===== config.mk =====
export PLATFORM = sky130hd
export DESIGN_NAME = percent_escape_codec_unit
export DESIGN_NICKNAME = d
export VERILOG_FILES = /design/src/pec_pkg.sv /design/src/pec_step.sv /design/src/pec_out_buf.sv /design/src/percent_escape_codec_unit.sv
export SDC_FILE = /design/constraint.sdc
export NUM_CORES = 1
export LEC_CHECK = 0
export BUFFER_PORTS_ARGS = -buffer_cell sky130_fd_sc_hd__buf_2
export CAP_MARGIN = 5
export CORE_AREA = 2 2 77 79
export DETAILED_ROUTE_END_ITERATION = 8
export DIE_AREA = 0 0 79 81
export GPL_ROUTABILITY_DRIVEN = 0
export PLACE_DENSITY = 0.74
export SKIP_CTS_REPAIR_TIMING = 1
export SLEW_MARGIN = 20
export SYNTH_ARGS = -nofsm -noshare
export SYNTH_HDL_FRONTEND = slang
export SYNTH_HIERARCHICAL = 1
export SYNTH_SLANG_ARGS = --single-unit

===== constraint.sdc =====
create_clock -name clk -period 6.7 [get_ports clk]
set_input_delay 1.34 -clock clk [delete_from_list [all_inputs] [get_ports clk]]
set_output_delay 1.34 -clock clk [all_outputs]
set_load 0.03 [all_outputs]

===== src/pec_pkg.sv =====
// Shared types, codes and character helpers for the percent escape codec.
`default_nettype none
package pec_pkg;

	// Character constants
	localparam logic [7:0] PCT_CHAR = 8'h25;
	localparam logic [7:0] CHAR_0   = 8'h30;
	localparam logic [7:0] CHAR_9   = 8'h39;
	localparam logic [7:0] CHAR_UA  = 8'h41;
	localparam logic [7:0] CHAR_UZ  = 8'h5a;
	localparam logic [7:0] CHAR_LA  = 8'h61;
	localparam logic [7:0] CHAR_LF  = 8'h66;
	localparam logic [7:0] CHAR_LZ  = 8'h7a;

	// Mode register codes
	localparam logic MODE_ENCODE = 1'b0;
	localparam logic MODE_DECODE = 1'b1;

	// Result count per item, 0 to 3
	localparam int MAX_RESULTS = 3;
	typedef logic [1:0] res_count_t;

	// Position inside a percent escape
	typedef enum logic [1:0] {
		PH_IDLE = 2'd0,
		PH_PCT  = 2'd1,
		PH_HI   = 2'd2
	} phase_t;

	typedef struct packed {
		logic [7:0] in_byte;
		logic       end_of_string;
	} in_item_t;

	typedef struct packed {
		logic [7:0] out_byte;
		logic       last_of_run;
		logic       error;
	} out_item_t;

	typedef struct packed {
		phase_t     phase;
		logic [3:0] high_nibble;
		logic       failed;
	} dec_state_t;

	typedef struct packed {
		out_item_t  r2;
		out_item_t  r1;
		out_item_t  r0;
		res_count_t count;
	} step_res_t;

	localparam dec_state_t DEC_STATE_RESET = '{phase: PH_IDLE, high_nibble: 4'h0, failed: 1'b0};

	typedef struct packed {
		logic       ok;
		logic [3:0] value;
	} hex_val_t;

	// Lowercase hex digit for a nibble
	function automatic logic [7:0] hex_char(input logic [3:0] v);
		logic [7:0] c;
		if (v < 4'd10) begin
			c = CHAR_0 + {4'h0, v};
		end else begin
			c = CHAR_LA + {4'h0, v} - 8'd10;
		end
		return c;
	endfunction

	// Value of a lowercase hex digit, ok low for anything else
	function automatic hex_val_t hex_val(input logic [7:0] c);
		hex_val_t r;
		r = '{ok: 1'b0, value: 4'h0};
		if (c >= CHAR_0 && c <= CHAR_9) begin
			r.ok = 1'b1;
			r.value = c[3:0];
		end else if (c >= CHAR_LA && c <= CHAR_LF) begin
			r.ok = 1'b1;
			r.value = c[3:0] + 4'd9;
		end
		return r;
	endfunction

	function automatic logic is_alnum(input logic [7:0] c);
		return (c >= CHAR_0 && c <= CHAR_9) || (c >= CHAR_UA && c <= CHAR_UZ) ||
			(c >= CHAR_LA && c <= CHAR_LZ);
	endfunction

endpackage
`default_nettype wire


===== src/pec_step.sv =====
// Per-byte encode/decode logic: results and next escape state for one item.
`default_nettype none
module pec_step (
	input  wire logic               mode,
	input  wire pec_pkg::in_item_t  item,
	input  wire pec_pkg::dec_state_t st,
	output pec_pkg::step_res_t      res,
	output pec_pkg::dec_state_t     st_next
);

	pec_pkg::hex_val_t hv;
	logic              err;

	assign hv = pec_pkg::hex_val(item.in_byte);

	// Work out the results and the state left behind
	always_comb begin
		res     = '0;
		st_next = st;
		err     = 1'b0;
		if (mode == pec_pkg::MODE_ENCODE) begin
			if (pec_pkg::is_alnum(item.in_byte)) begin
				res.r0    = '{out_byte: item.in_byte, last_of_run: 1'b1, error: 1'b0};
				res.count = 2'd1;
			end else begin
				res.r0    = '{out_byte: pec_pkg::PCT_CHAR, last_of_run: 1'b0, error: 1'b0};
				res.r1    = '{out_byte: pec_pkg::hex_char(item.in_byte[7:4]),
					last_of_run: 1'b0, error: 1'b0};
				res.r2    = '{out_byte: pec_pkg::hex_char(item.in_byte[3:0]),
					last_of_run: 1'b1, error: 1'b0};
				res.count = 2'd3;
			end
		end else if (!st.failed) begin
			case (st.phase)
				pec_pkg::PH_PCT: begin
					if (!hv.ok) begin
						err = 1'b1;
					end else begin
						st_next.high_nibble = hv.value;
						st_next.phase       = pec_pkg::PH_HI;
						err                 = item.end_of_string;
					end
				end
				pec_pkg::PH_HI: begin
					if (!hv.ok) begin
						err = 1'b1;
					end else begin
						res.r0 = '{out_byte: {st.high_nibble, hv.value}, last_of_run: 1'b1,
							error: 1'b0};
						res.count           = 2'd1;
						st_next.phase       = pec_pkg::PH_IDLE;
						st_next.high_nibble = 4'h0;
					end
				end
				default: begin
					st_next.phase = pec_pkg::PH_IDLE;
					if (item.in_byte == pec_pkg::PCT_CHAR) begin
						st_next.phase = pec_pkg::PH_PCT;
						err           = item.end_of_string;
					end else begin
						res.r0    = '{out_byte: item.in_byte, last_of_run: 1'b1, error: 1'b0};
						res.count = 2'd1;
					end
				end
			endcase
			// Replace any result by one error result and drop the rest of the string
			if (err) begin
				res.r0              = '{out_byte: 8'h00, last_of_run: 1'b1, error: 1'b1};
				res.count           = 2'd1;
				st_next.phase       = pec_pkg::PH_IDLE;
				st_next.high_nibble = 4'h0;
				st_next.failed      = 1'b1;
			end
		end
		// Clear the escape state at every end of string
		if (item.end_of_string) begin
			st_next = pec_pkg::DEC_STATE_RESET;
		end
	end

endmodule
`default_nettype wire


===== src/pec_out_buf.sv =====
// Result register of up to three results, shifted out one per transfer.
`default_nettype none
module pec_out_buf (
	input  wire logic                clk,
	input  wire logic                arst_n,
	input  wire logic                load,
	input  wire pec_pkg::step_res_t  res,
	output logic                     load_ok,
	output logic                     out_valid,
	input  wire logic                out_ready,
	output pec_pkg::out_item_t       out_data
);

	pec_pkg::out_item_t  slot_q [pec_pkg::MAX_RESULTS];
	pec_pkg::res_count_t cnt_q;
	logic                xfer;

	assign out_valid = (cnt_q != 2'd0);
	assign out_data  = slot_q[0];
	assign xfer      = out_valid && out_ready;
	// Take a new set once the last held result leaves
	assign load_ok   = (cnt_q == 2'd0) || (cnt_q == 2'd1 && out_ready);

	// Track how many results remain
	always_ff @(posedge clk or negedge arst_n) begin
		if (!arst_n) begin
			cnt_q <= 2'd0;
		end else if (load && load_ok) begin
			cnt_q <= res.count;
		end else if (xfer) begin
			cnt_q <= cnt_q - 2'd1;
		end
	end

	// Load or shift the result slots
	always_ff @(posedge clk) begin
		if (load && load_ok) begin
			slot_q[0] <= res.r0;
			slot_q[1] <= res.r1;
			slot_q[2] <= res.r2;
		end else if (xfer) begin
			slot_q[0] <= slot_q[1];
			slot_q[1] <= slot_q[2];
		end
	end

	a_cnt_range: assert property (@(posedge clk) disable iff (!arst_n)
		cnt_q != 2'd3 || !out_valid || !slot_q[0].last_of_run)
		else $error("last result not at the tail of the run");

	a_run_continues: assert property (@(posedge clk) disable iff (!arst_n)
		(xfer && !out_data.last_of_run) |=> out_valid)
		else $error("run broken off before its last result");

	a_error_form: assert property (@(posedge clk) disable iff (!arst_n)
		(out_valid && out_data.error) |-> (out_data.last_of_run && out_data.out_byte == 8'h00))
		else $error("malformed error result");

	a_last_ends: assert property (@(posedge clk) disable iff (!arst_n)
		(out_valid && out_data.last_of_run) |-> (cnt_q == 2'd1))
		else $error("results held beyond the last of a run");

endmodule
`default_nettype wire


===== src/percent_escape_codec_unit.sv =====
// Top level of the percent escape codec: input register, step logic and result register.
//
// Byte-stream percent codec. With mode 0 each byte that is not an ASCII letter or digit
// becomes '%' and two lowercase hex digits; with mode 1 escapes are turned back into bytes
// and a bad or truncated escape gives one error result, after which the rest of the string
// is dropped. Each byte passes the input register, then the result register; the block
// takes one byte per cycle when each byte gives at most one result and out_ready is high,
// and an encoded escape holds the input for three output transfers, as the result register
// releases one result per cycle while ready. Write mode only while no bytes are in flight.
`default_nettype none
module percent_escape_codec_unit (
	input  wire logic               clk,
	input  wire logic               arst_n,
	input  wire logic               cfg_we,
	input  wire logic               cfg_wdata,
	input  wire logic               in_valid,
	output logic                    in_ready,
	input  wire pec_pkg::in_item_t  in_data,
	output logic                    out_valid,
	input  wire logic               out_ready,
	output pec_pkg::out_item_t      out_data
);

	logic                mode_q;
	logic                valid_s1;
	pec_pkg::in_item_t   item_s1;
	pec_pkg::dec_state_t st_q;
	pec_pkg::dec_state_t st_next;
	pec_pkg::step_res_t  res;
	logic                load_ok;
	logic                advance;

	assign advance  = valid_s1 && load_ok;
	assign in_ready = !valid_s1 || load_ok;

	// Hold the mode register
	always_ff @(posedge clk or negedge arst_n) begin
		if (!arst_n) begin
			mode_q <= pec_pkg::MODE_ENCODE;
		end else if (cfg_we) begin
			mode_q <= cfg_wdata;
		end
	end

	// Input register valid and escape state
	always_ff @(posedge clk or negedge arst_n) begin
		if (!arst_n) begin
			valid_s1 <= 1'b0;
			st_q     <= pec_pkg::DEC_STATE_RESET;
		end else begin
			if (in_ready) begin
				valid_s1 <= in_valid;
			end
			if (advance) begin
				st_q <= st_next;
			end
		end
	end

	// Capture the input payload on a transfer
	always_ff @(posedge clk) begin
		if (in_valid && in_ready) begin
			item_s1 <= in_data;
		end
	end

	pec_step u_step (
		.mode    (mode_q),
		.item    (item_s1),
		.st      (st_q),
		.res     (res),
		.st_next (st_next)
	);

	pec_out_buf u_out_buf (
		.clk       (clk),
		.arst_n    (arst_n),
		.load      (advance),
		.res       (res),
		.load_ok   (load_ok),
		.out_valid (out_valid),
		.out_ready (out_ready),
		.out_data  (out_data)
	);

	a_state_clear: assert property (@(posedge clk) disable iff (!arst_n)
		(advance && item_s1.end_of_string) |=> (st_q == pec_pkg::DEC_STATE_RESET))
		else $error("escape state not cleared at end of string");

	a_encode_keeps: assert property (@(posedge clk) disable iff (!arst_n)
		(advance && mode_q == pec_pkg::MODE_ENCODE && !item_s1.end_of_string) |=>
		$stable(st_q))
		else $error("encode mode changed the decode state");

	a_stall_holds: assert property (@(posedge clk) disable iff (!arst_n)
		(valid_s1 && !load_ok) |=> (valid_s1 && $stable(item_s1)))
		else $error("input register lost a stalled item");

endmodule
`default_nettype wire


==> impl_results.md, run 1 <==
- Antenna Cells: 0
- Post-synth top area share: around 37%
- Most frequent cells in the layout: 39 x edfxtp_1, 26 x buf_2, 19 x mux2_4
- Final min period: 3.370 ns
- Synth-to-layout area growth: 4.217%
- Crit path capture type: output port
- Crit path max fanout: 5
- Nets@finish: 316
- #FFs+latches synth: 50
- Final Core Density: 58.84%
- TritonRoute pass-1 iters: 6
- Num CTS Buffers: 5
- Hpwl dp: roughly 4200 um
- CTS max path bufs: 2
- Yosys warns: 6
- Clock skew: roughly 0.0075 ns
- Initial Utilization: a little under three fifths
- Final period util: approximately 50%
- Routed wire per std cell: 16.13 um
- CP arrival: slightly above 2 ns
- Final Setup Violations: 0
- DIE WIDTH: a little under 80 um
- Total grt overflow: 0
- Syn Inst Count: 280
- P_leak: ~0.0014 uW
- Commonest non-fill, non-tap cell in the layout: edfxtp_1
- Number of flops mapped to enable cells by yosys: 39
- P per Cell Area: approximately 330 mW/mm^2
- Fill cells: 497
- Iter 0 DRT Violations: 256
- Hold WC Path Type: reg -> reg
- CP Class: in -> out
- Site row count: 28
- Post-route ant nets: 0
- Status: complete, no violations
- Worst slew pin tran: 0.7053 ns
- Clock Latency Late Sink: 0.30 ns
- Area contributors post-synth: edfxtp_1 37%, mux2_4 8.9%, dfrtp_1 8.6%, ha_1 5.1%, mux2_2 3.9%
- Layout cells sized above 1: 26.99%
- RSZ-0062 raised after global routing: false
- CTS root buf: clkbuf_8
- Post-Route WL: approximately 6000 um
- Post-route DRC: 0
- Yosys top cell by area: edfxtp_1
- Sequential fraction of the synthesis area: ~45%
- Die Area: ~0.0064 sq mm
- Primary FF master, synth: edfxtp_1
- Worst Setup Start Kind: input port
- Number of port buffers: 26
- Clk sinks: 50
- Worst VDD drop: approximately 0.00017 V
- GR Util All Layers: between 10% and 20%
- Synth cell types: 59
- Pins Over Slew Limit: 0
- # H-tree levels: 2
- CP required: approximately 5.4 ns
- Fin Setup TNS: 0 ns
- Pin count of the biggest net entering global routing: 26
- Max cap viols: 0
- Vias in the first global route: just under 2000
- CTS tree: built
- Post-Syn Area: around 0.0032 sq mm
- Vias: between 2000 and 2500
- Via density: 5.786
- Reg clk slew, reported paths: roughly 0.09 ns
- I/O Pins: 27
- F_max: slightly below 0.3 GHz
- Syn_area_per_cell: between 10 and 15 sq um
- Total power: roughly 1100 uW
- Antenna violations before repair: 0
- Slew HR: around 53%
- First-pass GRT wire length: between 9000 and 10000 um
- Die Y: roughly 81 um
- Fraction of registers with async set/reset: 22.00%
- Final hold violation count: 0
- Core Box Area: roughly 0.0057 sq mm
## where the power goes
group	leakage, uW	internal, uW	switching (uW)
clock	0.0000458	73.7	103
combinational	0.000790	185	256
sequential	0.000514	441	53.8
total	0.00135	699	413
## cell usage after synthesis (3+ instances only)
library cell / number
edfxtp_1: 39
mux2_4: 19
nor2_1: 18
buf_4: 16
a21oi_1: 14
nand2_1: 14
ha_1: 13
inv_1: 12
dfrtp_1: 11
mux2_2: 11
nand2b_1: 8
clkbuf_1: 6
nand3_1: 6
o21ai_0: 5
a211oi_1: 4
and2_1: 4
nor2b_1: 4
o21ai_1: 4
o21bai_1: 4
o22ai_1: 4
or3_1: 4
a22oi_1: 3
a31oi_1: 3
a32o_1: 3
buf_6: 3
inv_2: 3
nand4b_1: 3
nor3_1: 3
## worst paths after layout
path | start | endpoint | slack (ns) | cells past startpoint
max reg2reg | item_s1[1]$_DFFE_PP_ | u_out_buf/slot_q[0][7]$_DFFE_PP_ | 3.40 | 9
min | u_out_buf/slot_q[1][2]$_DFFE_PP_ | u_out_buf/slot_q[0][12]$_DFFE_PP_ | 0.55 | 1
max | out_ready | in_ready | 3.33 | 4
min reg2reg | u_out_buf/slot_q[1][2]$_DFFE_PP_ | u_out_buf/slot_q[0][12]$_DFFE_PP_ | 0.55 | 1
max in group asynchronous | arst_n | st_q[0]$_DFFE_PN0P_ | 5.62 | 1
min in group asynchronous | arst_n | valid_s1$_DFFE_PN0P_ | 0.88 | 1
## final cells by class
| cell class | count | area (sq um) | share of cell area [%] |
|---|---|---|---|
| multi-input combinational | 190 | 1523 | 45.60 |
| sequential | 50 | 1446 | 43.31 |
| timing repair buffer | 26 | 130.1 | 3.897 |
| tap | 75 | 93.84 | 2.810 |
| clock buffer | 5 | 68.82 | 2.061 |
| inverter | 15 | 56.30 | 1.686 |
| clock inverter | 3 | 21.27 | 0.6369 |
## flip-flops by register name, indices dropped and copies added, names as in the netlist
name and flops:
st_q 7, u_out_buf/cnt_q 2, valid_s1 1, mode_q 1, item_s1 9, u_out_buf/slot_q 30
## cell families (layout without fill, tap and decap cells)
kind of cell / after synthesis / after routing / share of synthesized area (%)
simple gates: 75 / 75 / 13.08
compound gates: 64 / 64 / 15.03
flops: 50 / 50 / 45.14
buf+inv: 44 / 49 / 7.809
mux: 31 / 31 / 13.20
fa+ha+maj: 13 / 13 / 5.076
xor+xnor: 2 / 2 / 0.5468
other cells: 1 / 5 / 0.1170
## through the flow
stage / instances / area [sq um] / setup slack (ns) / hold slack, ns
global placement: 356 / 3249 / 3.333 / 0.5284
finish: 364 / 3339 / 3.330 / 0.5547
CTS: 364 / 3339 / 3.331 / 0.5554
detailed placement: 356 / 3249 / 3.273 / 0.5334
global route: 364 / 3339 / 3.235 / 0.5691
floorplan: 284 / 3219 / 3.521 / 0.4933
## critical path, stage by stage
cell,delay (ns)
buf_2,0.12
a21o_2,0.22
nand2b_1,0.17
buf_2,0.18
## routing by layer
layer | vias up | part of all wire [%] | GRT usage [%]
met5 | - | 0 | 0
met1 | 979 | 44 | 26.01
met4 | 0 | 1.5 | 6.897
met2 | 84 | 47 | 31.44
met3 | 12 | 7.1 | 4.778
li1 | 1031 | - | -
Power figures use the tool's default switching activity.
==> run 2, diff against run 1 <==
Clock period 6.7 ns to 3.2 ns, I/O delays scaled along.
==> run 2 against run 1 <==
  * Via count increased by 6.1%
  * Critical path depth increased by 5
  * Routed wire length increased by 11%
  * Final cell count increased by 1.4%
  * First-iteration DRC count decreased by 16%
  * Combinational power increased by 130%
  * Critical path type is now reg -> reg
  * Critical endpoint is now u_out_buf/slot_q[0][7]$_DFFE_PP_
  * Highest routed layer unchanged
==> impl_results.md, run 2 (synthesis results as in run 1) <==
- CTS max path bufs: 2 (unchanged)
- Total grt overflow: 0 (unchanged)
- Worst slew pin tran: 0.5498 ns (-0.1555 ns)
- Final hold violation count: 0 (unchanged)
- CP max-delay cell: or4b_4
- Metal3 WL: 525 um (+27%)
- CP Class: reg -> reg
- Clock Latency Late Sink: 0.31 ns (about the same)
- Critical path's top delay family: simple AND/OR/NAND/NOR gates
- DR top layer: met4
- Max cap viols: 0 (unchanged)
- CTS root buf: clkbuf_8
- Core Box Area: 0.005675 sq mm (unchanged)
- Largest regs: u_out_buf/slot_q: 30 flops, item_s1: 9 flops, st_q: 7 flops
- Crit path capture type: flop
- Final Setup Violations: 0 (unchanged)
- Clk sinks: 50 (unchanged)
- Antenna Cells: 0 (unchanged)
- Die Area: 0.006399 sq mm (unchanged)
- # H-tree levels: 2 (unchanged)
- Fill cells: 498 (+0.20%)
- Commonest non-fill, non-tap cell in the layout: edfxtp_1
- Final min period: approximately 3 ns
- Via density: 6.054 (+4.6%)
- Layout cells sized above 1: 28.57% (+1.6 points)
- Number of buffers and inverters on the critical path: 1 (-1)
- Number of port buffers: 26 (unchanged)
- Post-placement cell count: 361 (+1.4%)
- Initial Utilization: 56.46% (unchanged)
- Most frequent cells in the layout: 39 x edfxtp_1, 26 x buf_2, 19 x mux2_4
- Post-route ant nets: 0 (unchanged)
- Hold WC Path Type: in -> async
- CP arrival: 3.13 ns (+1.10 ns)
- Post-route DRC: 0 (unchanged)
- Iter 0 DRT Violations: 215 (-16%)
- Worst VDD drop: 0.0004588 V (+170%)
- Non-Filler Instances: 369 (+1.4%)
- CP peak stage delay: 0.50 ns (+0.28 ns)
- RSZ-0062 raised after global routing: false
- GR Util All Layers: 21.52% (+2.0 points)
- DIE WIDTH: 79 um (unchanged)
- First-pass GRT wire length: 10360 um (+8.2%)
- F_max: between 0.3 and 0.4 GHz
- Synth-to-layout area growth: 6.208%
- Num CTS Buffers: 5 (unchanged)
- Slew HR: 63.35% (+10 points)
- P_leak: 0.001388 uW (+2.8%)
- Metal2 WL: 3243 um (+18%)
- Worst Setup Start Kind: flop
- Max reg flops: 30 (unchanged)
- Top reg by flops: u_out_buf/slot_q
- Crit path max fanout: 7 (+2)
- Pins Over Slew Limit: 0 (unchanged)
- Cell Chain, Critical Path: inv_1, ha_1, or4b_4, mux2i_2, o32ai_2, a221oi_4, nand2b_1, o211ai_1, mux2_4
- P per Cell Area: 727.5 mW/mm^2 (+120%)
- Met1 WL: 2532 um (-3.0%)
- Site row count: 28 (unchanged)
- TritonRoute pass-1 iters: 5 (-1)
- CTS tree: built
- Routed wire per std cell: 17.59 um (+9.1%)
- Final instance area: 0.003403 sq mm (+1.9%)
- CP required: 3.27 ns (-2.09 ns)
- Post-Route WL: 6490 um (+11%)
- Clock skew: 0.005486 ns (-0.002004 ns)
- Pin count of the biggest net entering global routing: 26 (unchanged)
- Antenna violations before repair: 0 (unchanged)
- Hpwl dp: 4686 um (+11%)
- Fin Setup TNS: 0 ns (unchanged)
- Final period util: 95.79%
- Status: complete, no violations
- Placed cell area: 0.003287 sq mm (+1.2%)
- I/O Pins: 27 (unchanged)
- Reg clk slew, reported paths: 0.10 ns (about the same)
- Total power: 2476 uW (+120%)
- Nets@finish: 321 (+1.6%)
- Die Y: 81 um (unchanged)
- Vias: 2234 (+6.1%)
- Vias in the first global route: 2133 (+9.8%)
run 2: area by class of cell:
class / instances / area (sq um) / area share [%]
clock buffers: 5 / 68.82 / 2.022
flip-flops and latches: 50 / 1446 / 42.50
inverters: 15 / 56.30 / 1.654
repair buffers: 31 / 167.7 / 4.926
clock inverters: 3 / 47.55 / 1.397
well taps: 75 / 93.84 / 2.757
multi-input cells: 190 / 1523 / 44.74
run 2: metrics by stage:
stage / hold slack [ns] / setup slack, ns / utilization [%]
CTS: 0.1794 / 0.1746 / 59.96
global route: 0.1822 / 0.01522 / 59.96
floorplan: 0.3444 / 0.4329 / -
finish: 0.1755 / 0.1346 / 59.96
detailed placement: 0.5260 / 0.2154 / 57.91
global placement: 0.5294 / 0.3510 / 57.91
run 2: where the power goes:
| part | leakage, uW | internal [uW] | switching [uW] | total, uW |
|---|---|---|---|---|
| Combinational | 0.000814 | 401 | 592 | 993 |
| Clock | 0.0000591 | 239 | 229 | 467 |
| Sequential | 0.000514 | 923 | 93.0 | 1020 |
| Total | 0.00139 | 1560 | 913 | 2480 |
run 2: layer usage:
layer  vias to the layer above  global-route usage (%)
li1                       1039                       -
met1                      1071                   25.86
met2                       104                   37.63
met3                        20                   4.667
met4                         0                   8.966
met5                         -                       0
run 2: worst reg2reg max path: cells and delay by family (launching register included):
kind	cells	cell delay, ns
and+or+nand+nor	2	0.76
AOI/OAI and AO/OA	3	0.68
muxes	2	0.48
DFF	1	0.40
adders and majority gates	1	0.26
buffers and inverters	1	0.24
run 2: path summary, 6_finish.rpt:
kind	start	to	slack (ns)	depth (start not counted)
worst max-delay path	item_s1[1]$_DFFE_PP_	u_out_buf/slot_q[0][7]$_DFFE_PP_	0.13	9
worst min-delay path	arst_n	st_q[3]$_DFFE_PN0P_	0.18	1
worst max register to register	item_s1[1]$_DFFE_PP_	u_out_buf/slot_q[0][7]$_DFFE_PP_	0.13	9
worst min register to register	u_out_buf/slot_q[0][10]$_DFFE_PP_	u_out_buf/slot_q[0][0]$_DFFE_PP_	0.55	1
max in group asynchronous	arst_n	u_out_buf/cnt_q[0]$_DFFE_PN0P_	2.83	1
min in group clk	in_data[3]	item_s1[3]$_DFFE_PP_	0.50	1
==> run 3, diff against run 2 <==
Settings changed: CORE_AREA 2 2 77 79 to 2 2 81 83, DIE_AREA 0 0 79 81 to 0 0 83 85, PLACE_DENSITY 0.74 to 0.71.
Clock period 3.2 ns to 2.75 ns, I/O delays scaled along.
==> run 3 against run 2 <==
  * The flow now finishes with violations (setup timing)
  * Non-clock buffer count increased by 17
  * Via count increased by 2.1%
  * Design area increased by 5.6%
  * Sequential power increased by 13%
  * Hold slack got worse by 0.086 ns
  * Flip-flop and latch count unchanged
  * Largest cell class unchanged
  * Register-to-register slack got worse by 0.14 ns
  * Clock-buffer cell count increased by 1
  * Fmax increased by 11%
  * Combinational power increased by 30%
  * Core utilization decreased by 2.0 points
==> impl_results.md, run 3 (synthesis results as in run 1) <==
- Final min period: 2.752 ns (-0.3137 ns)
- Seq pwr share: 39.7% (-1.3 points)
- Max cap viols: 0 (unchanged)
- Hpwl dp: 4634 um (-1.1%)
- Pint: 1837 uW (+18%)
- Top reg by flops: u_out_buf/slot_q
- Final Core Density: 57.91% (-2.0 points)
- Worst slew pin tran: 0.6267 ns (+0.07689 ns)
- Num CTS Buffers: 5 (unchanged)
- CTS root buf: clkbuf_8
- GR Util All Layers: 18.22% (-3.3 points)
- Pins Over Slew Limit: 0 (unchanged)
- Vias in the first global route: 2147 (+0.66%)
- Antenna violations before repair: 0 (unchanged)
- Core Box Area: 0.006205 sq mm (+9.3%)
- CP arrival: 2.82 ns (-0.31 ns)
- Non-Filler Instances: 388 (+5.1%)
- First-pass GRT wire length: 10140 um (-2.1%)
- Final hold violation count: 0 (unchanged)
- FF-to-FF Start: item_s1[1]$_DFFE_PP_
- Worst Setup SP: item_s1[1]$_DFFE_PP_
- F_max: 0.3634 GHz (+11%)
- CTS max path bufs: 2 (unchanged)
- RSZ-0062 raised after global routing: true
- Clk sinks: 50 (unchanged)
- I/O Pins: 27 (unchanged)
- Setup WS post-layout: -0.001708 ns (-0.1363 ns)
- Routed wire per std cell: 16.98 um (-3.4%)
- Nets@finish: 338 (+5.3%)
- Post-route DRC: 0 (unchanged)
- Hold WC Path Type: in -> async
- R2R Setup Slk: -0.002 ns (-0.14 ns)
- Crit path capture type: flop
- Slew HR: 58.14% (-5.2 points)
- Layout cells sized above 1: 35.37% (+6.8 points)
- Post-route ant nets: 0 (unchanged)
- Final Setup Violations: 1 (+1)
- Pin count of the biggest net entering global routing: 26 (unchanged)
- Number of port buffers: 26 (unchanged)
- P_leak: 0.001477 uW (+6.4%)
- TritonRoute pass-1 iters: 5 (unchanged)
- CTS tree: built
- Worst VDD drop: 0.0005985 V (+30%)
- Total grt overflow: 0 (unchanged)
- Largest regs: u_out_buf/slot_q: 30 flops, item_s1: 9 flops, st_q: 7 flops
- Vias: 2282 (+2.1%)
- Crit path max fanout: 5 (-2)
- Clock Latency Late Sink: 0.31 ns (about the same)
- Failing checks: setup timing
- Post-Route WL: 6589 um (+1.5%)
- Initial Utilization: 51.64% (-4.8 points)
- Status: finished with violations
- Switching Share: 36.84% (-0.057 points)
- # H-tree levels: 2 (unchanged)
- Worst R2R Path Depth: 8 (-1)
- Reg clk slew, reported paths: 0.10 ns (about the same)
- Final instance area: 0.003593 sq mm (+5.6%)
- Final period util: 100.1% (+4.3 points)
- CP required: 2.82 ns (-0.45 ns)
- Reg2reg end: u_out_buf/slot_q[0][2]$_DFFE_PP_
- Synth-to-layout area growth: 12.14%
- P per Cell Area: 809.2 mW/mm^2 (+11%)
- Iter 0 DRT Violations: 209 (-2.8%)
- Clock skew: 0.008624 ns (+0.003138 ns)
- Antenna Cells: 0 (unchanged)
- Clock share of power: 15.8% (-3.1 points)
- DIE WIDTH: 83 um (+5.1%)
- Most frequent cells in the layout: 39 x edfxtp_1, 26 x buf_2, 21 x buf_4
- Combinational power share: 44.4% (+4.3 points)
- Placed cell area: 0.003400 sq mm (+3.4%)
- Post-placement cell count: 376 (+4.2%)
- Max reg flops: 30 (unchanged)
- Worst Setup Start Kind: flop
- Die Y: 85 um (+4.9%)
- Site row count: 29 (+3.6%)
- Die Area: 0.007055 sq mm (+10%)
- Via density: 5.881 (-2.9%)
- Commonest non-fill, non-tap cell in the layout: edfxtp_1
- CP Class: reg -> reg
- NetSw: 1071 uW (+17%)
-- run 3: changes by cell type in the layout (fill, tap and decap cells not counted), moves of 2 or more --
cell / delta
inv_2: +2
inv_1: -2
buf_4: +16
ha_1: -2
inv_6: -2
clkinv_4: +2
-- run 3: worst max-delay path by stage --
stage	slack (ns)	endpoint
CTS	0.007	u_out_buf/slot_q[0][2]$_DFFE_PP_
floorplan	0.02	u_out_buf/slot_q[0][2]$_DFFE_PP_
global placement	0.08	u_out_buf/slot_q[0][7]$_DFFE_PP_
global route	-0.07	u_out_buf/slot_q[0][3]$_DFFE_PP_
finish	-0.002	u_out_buf/slot_q[0][2]$_DFFE_PP_
detailed placement	0.02	u_out_buf/slot_q[0][2]$_DFFE_PP_
-- run 3: power groups by stage --
stage | clock (uW) | combinational, uW | sequential [uW]
finish | 461 | 1290 | 1150
global placement | 0 | 1200 | 1170
CTS | 469 | 1220 | 1160
detailed placement | 0 | 1220 | 1170
global route | 492 | 1380 | 1180
floorplan | 0 | 1000 | 1150
-- run 3: cell type report --
| class | instances | area [sq um] |
|---|---|---|
| Sequential cell | 50 | 1446 |
| Tap cell | 77 | 96.34 |
| Timing Repair Buffer | 48 | 307.8 |
| Inverter | 15 | 56.30 |
| Clock buffer | 6 | 82.58 |
| Fill cell | 497 | 2611 |
| Multi-Input combinational cell | 190 | 1587 |
| Clock inverter | 2 | 17.52 |
-- run 3: per-layer routing --
metal | up-vias | GRT usage, % | share of wire (%)
li1 | 1070 | - | -
met1 | 1084 | 22.13 | 42
met2 | 102 | 31.01 | 49
met3 | 26 | 4.086 | 6.4
met4 | 0 | 8.495 | 3.4
met5 | - | 0 | 0
-- run 3: per-stage QoR --
step	hold slack [ns]	power, uW	worst slack (ns)	TNS [ns]
floorplan	0.2544	2147	0.02300	0
global placement	0.4336	2365	0.08323	0
detailed placement	0.4388	2396	0.02452	0
CTS	0.1008	2848	0.007155	0
global route	0.1101	3055	-0.06953	-0.4428
finish	0.08896	2908	-0.001708	-0.001708
-- run 3: critical path, cell delays in order (launching register included) --
cell and delay (ns):
edfxtp_1 0.46, ha_2 0.22, or4b_4 0.53, mux2i_4 0.20, o32ai_4 0.13, a221oi_4 0.38, nand2b_4 0.23, o32ai_1 0.09
mux2_4 0.28
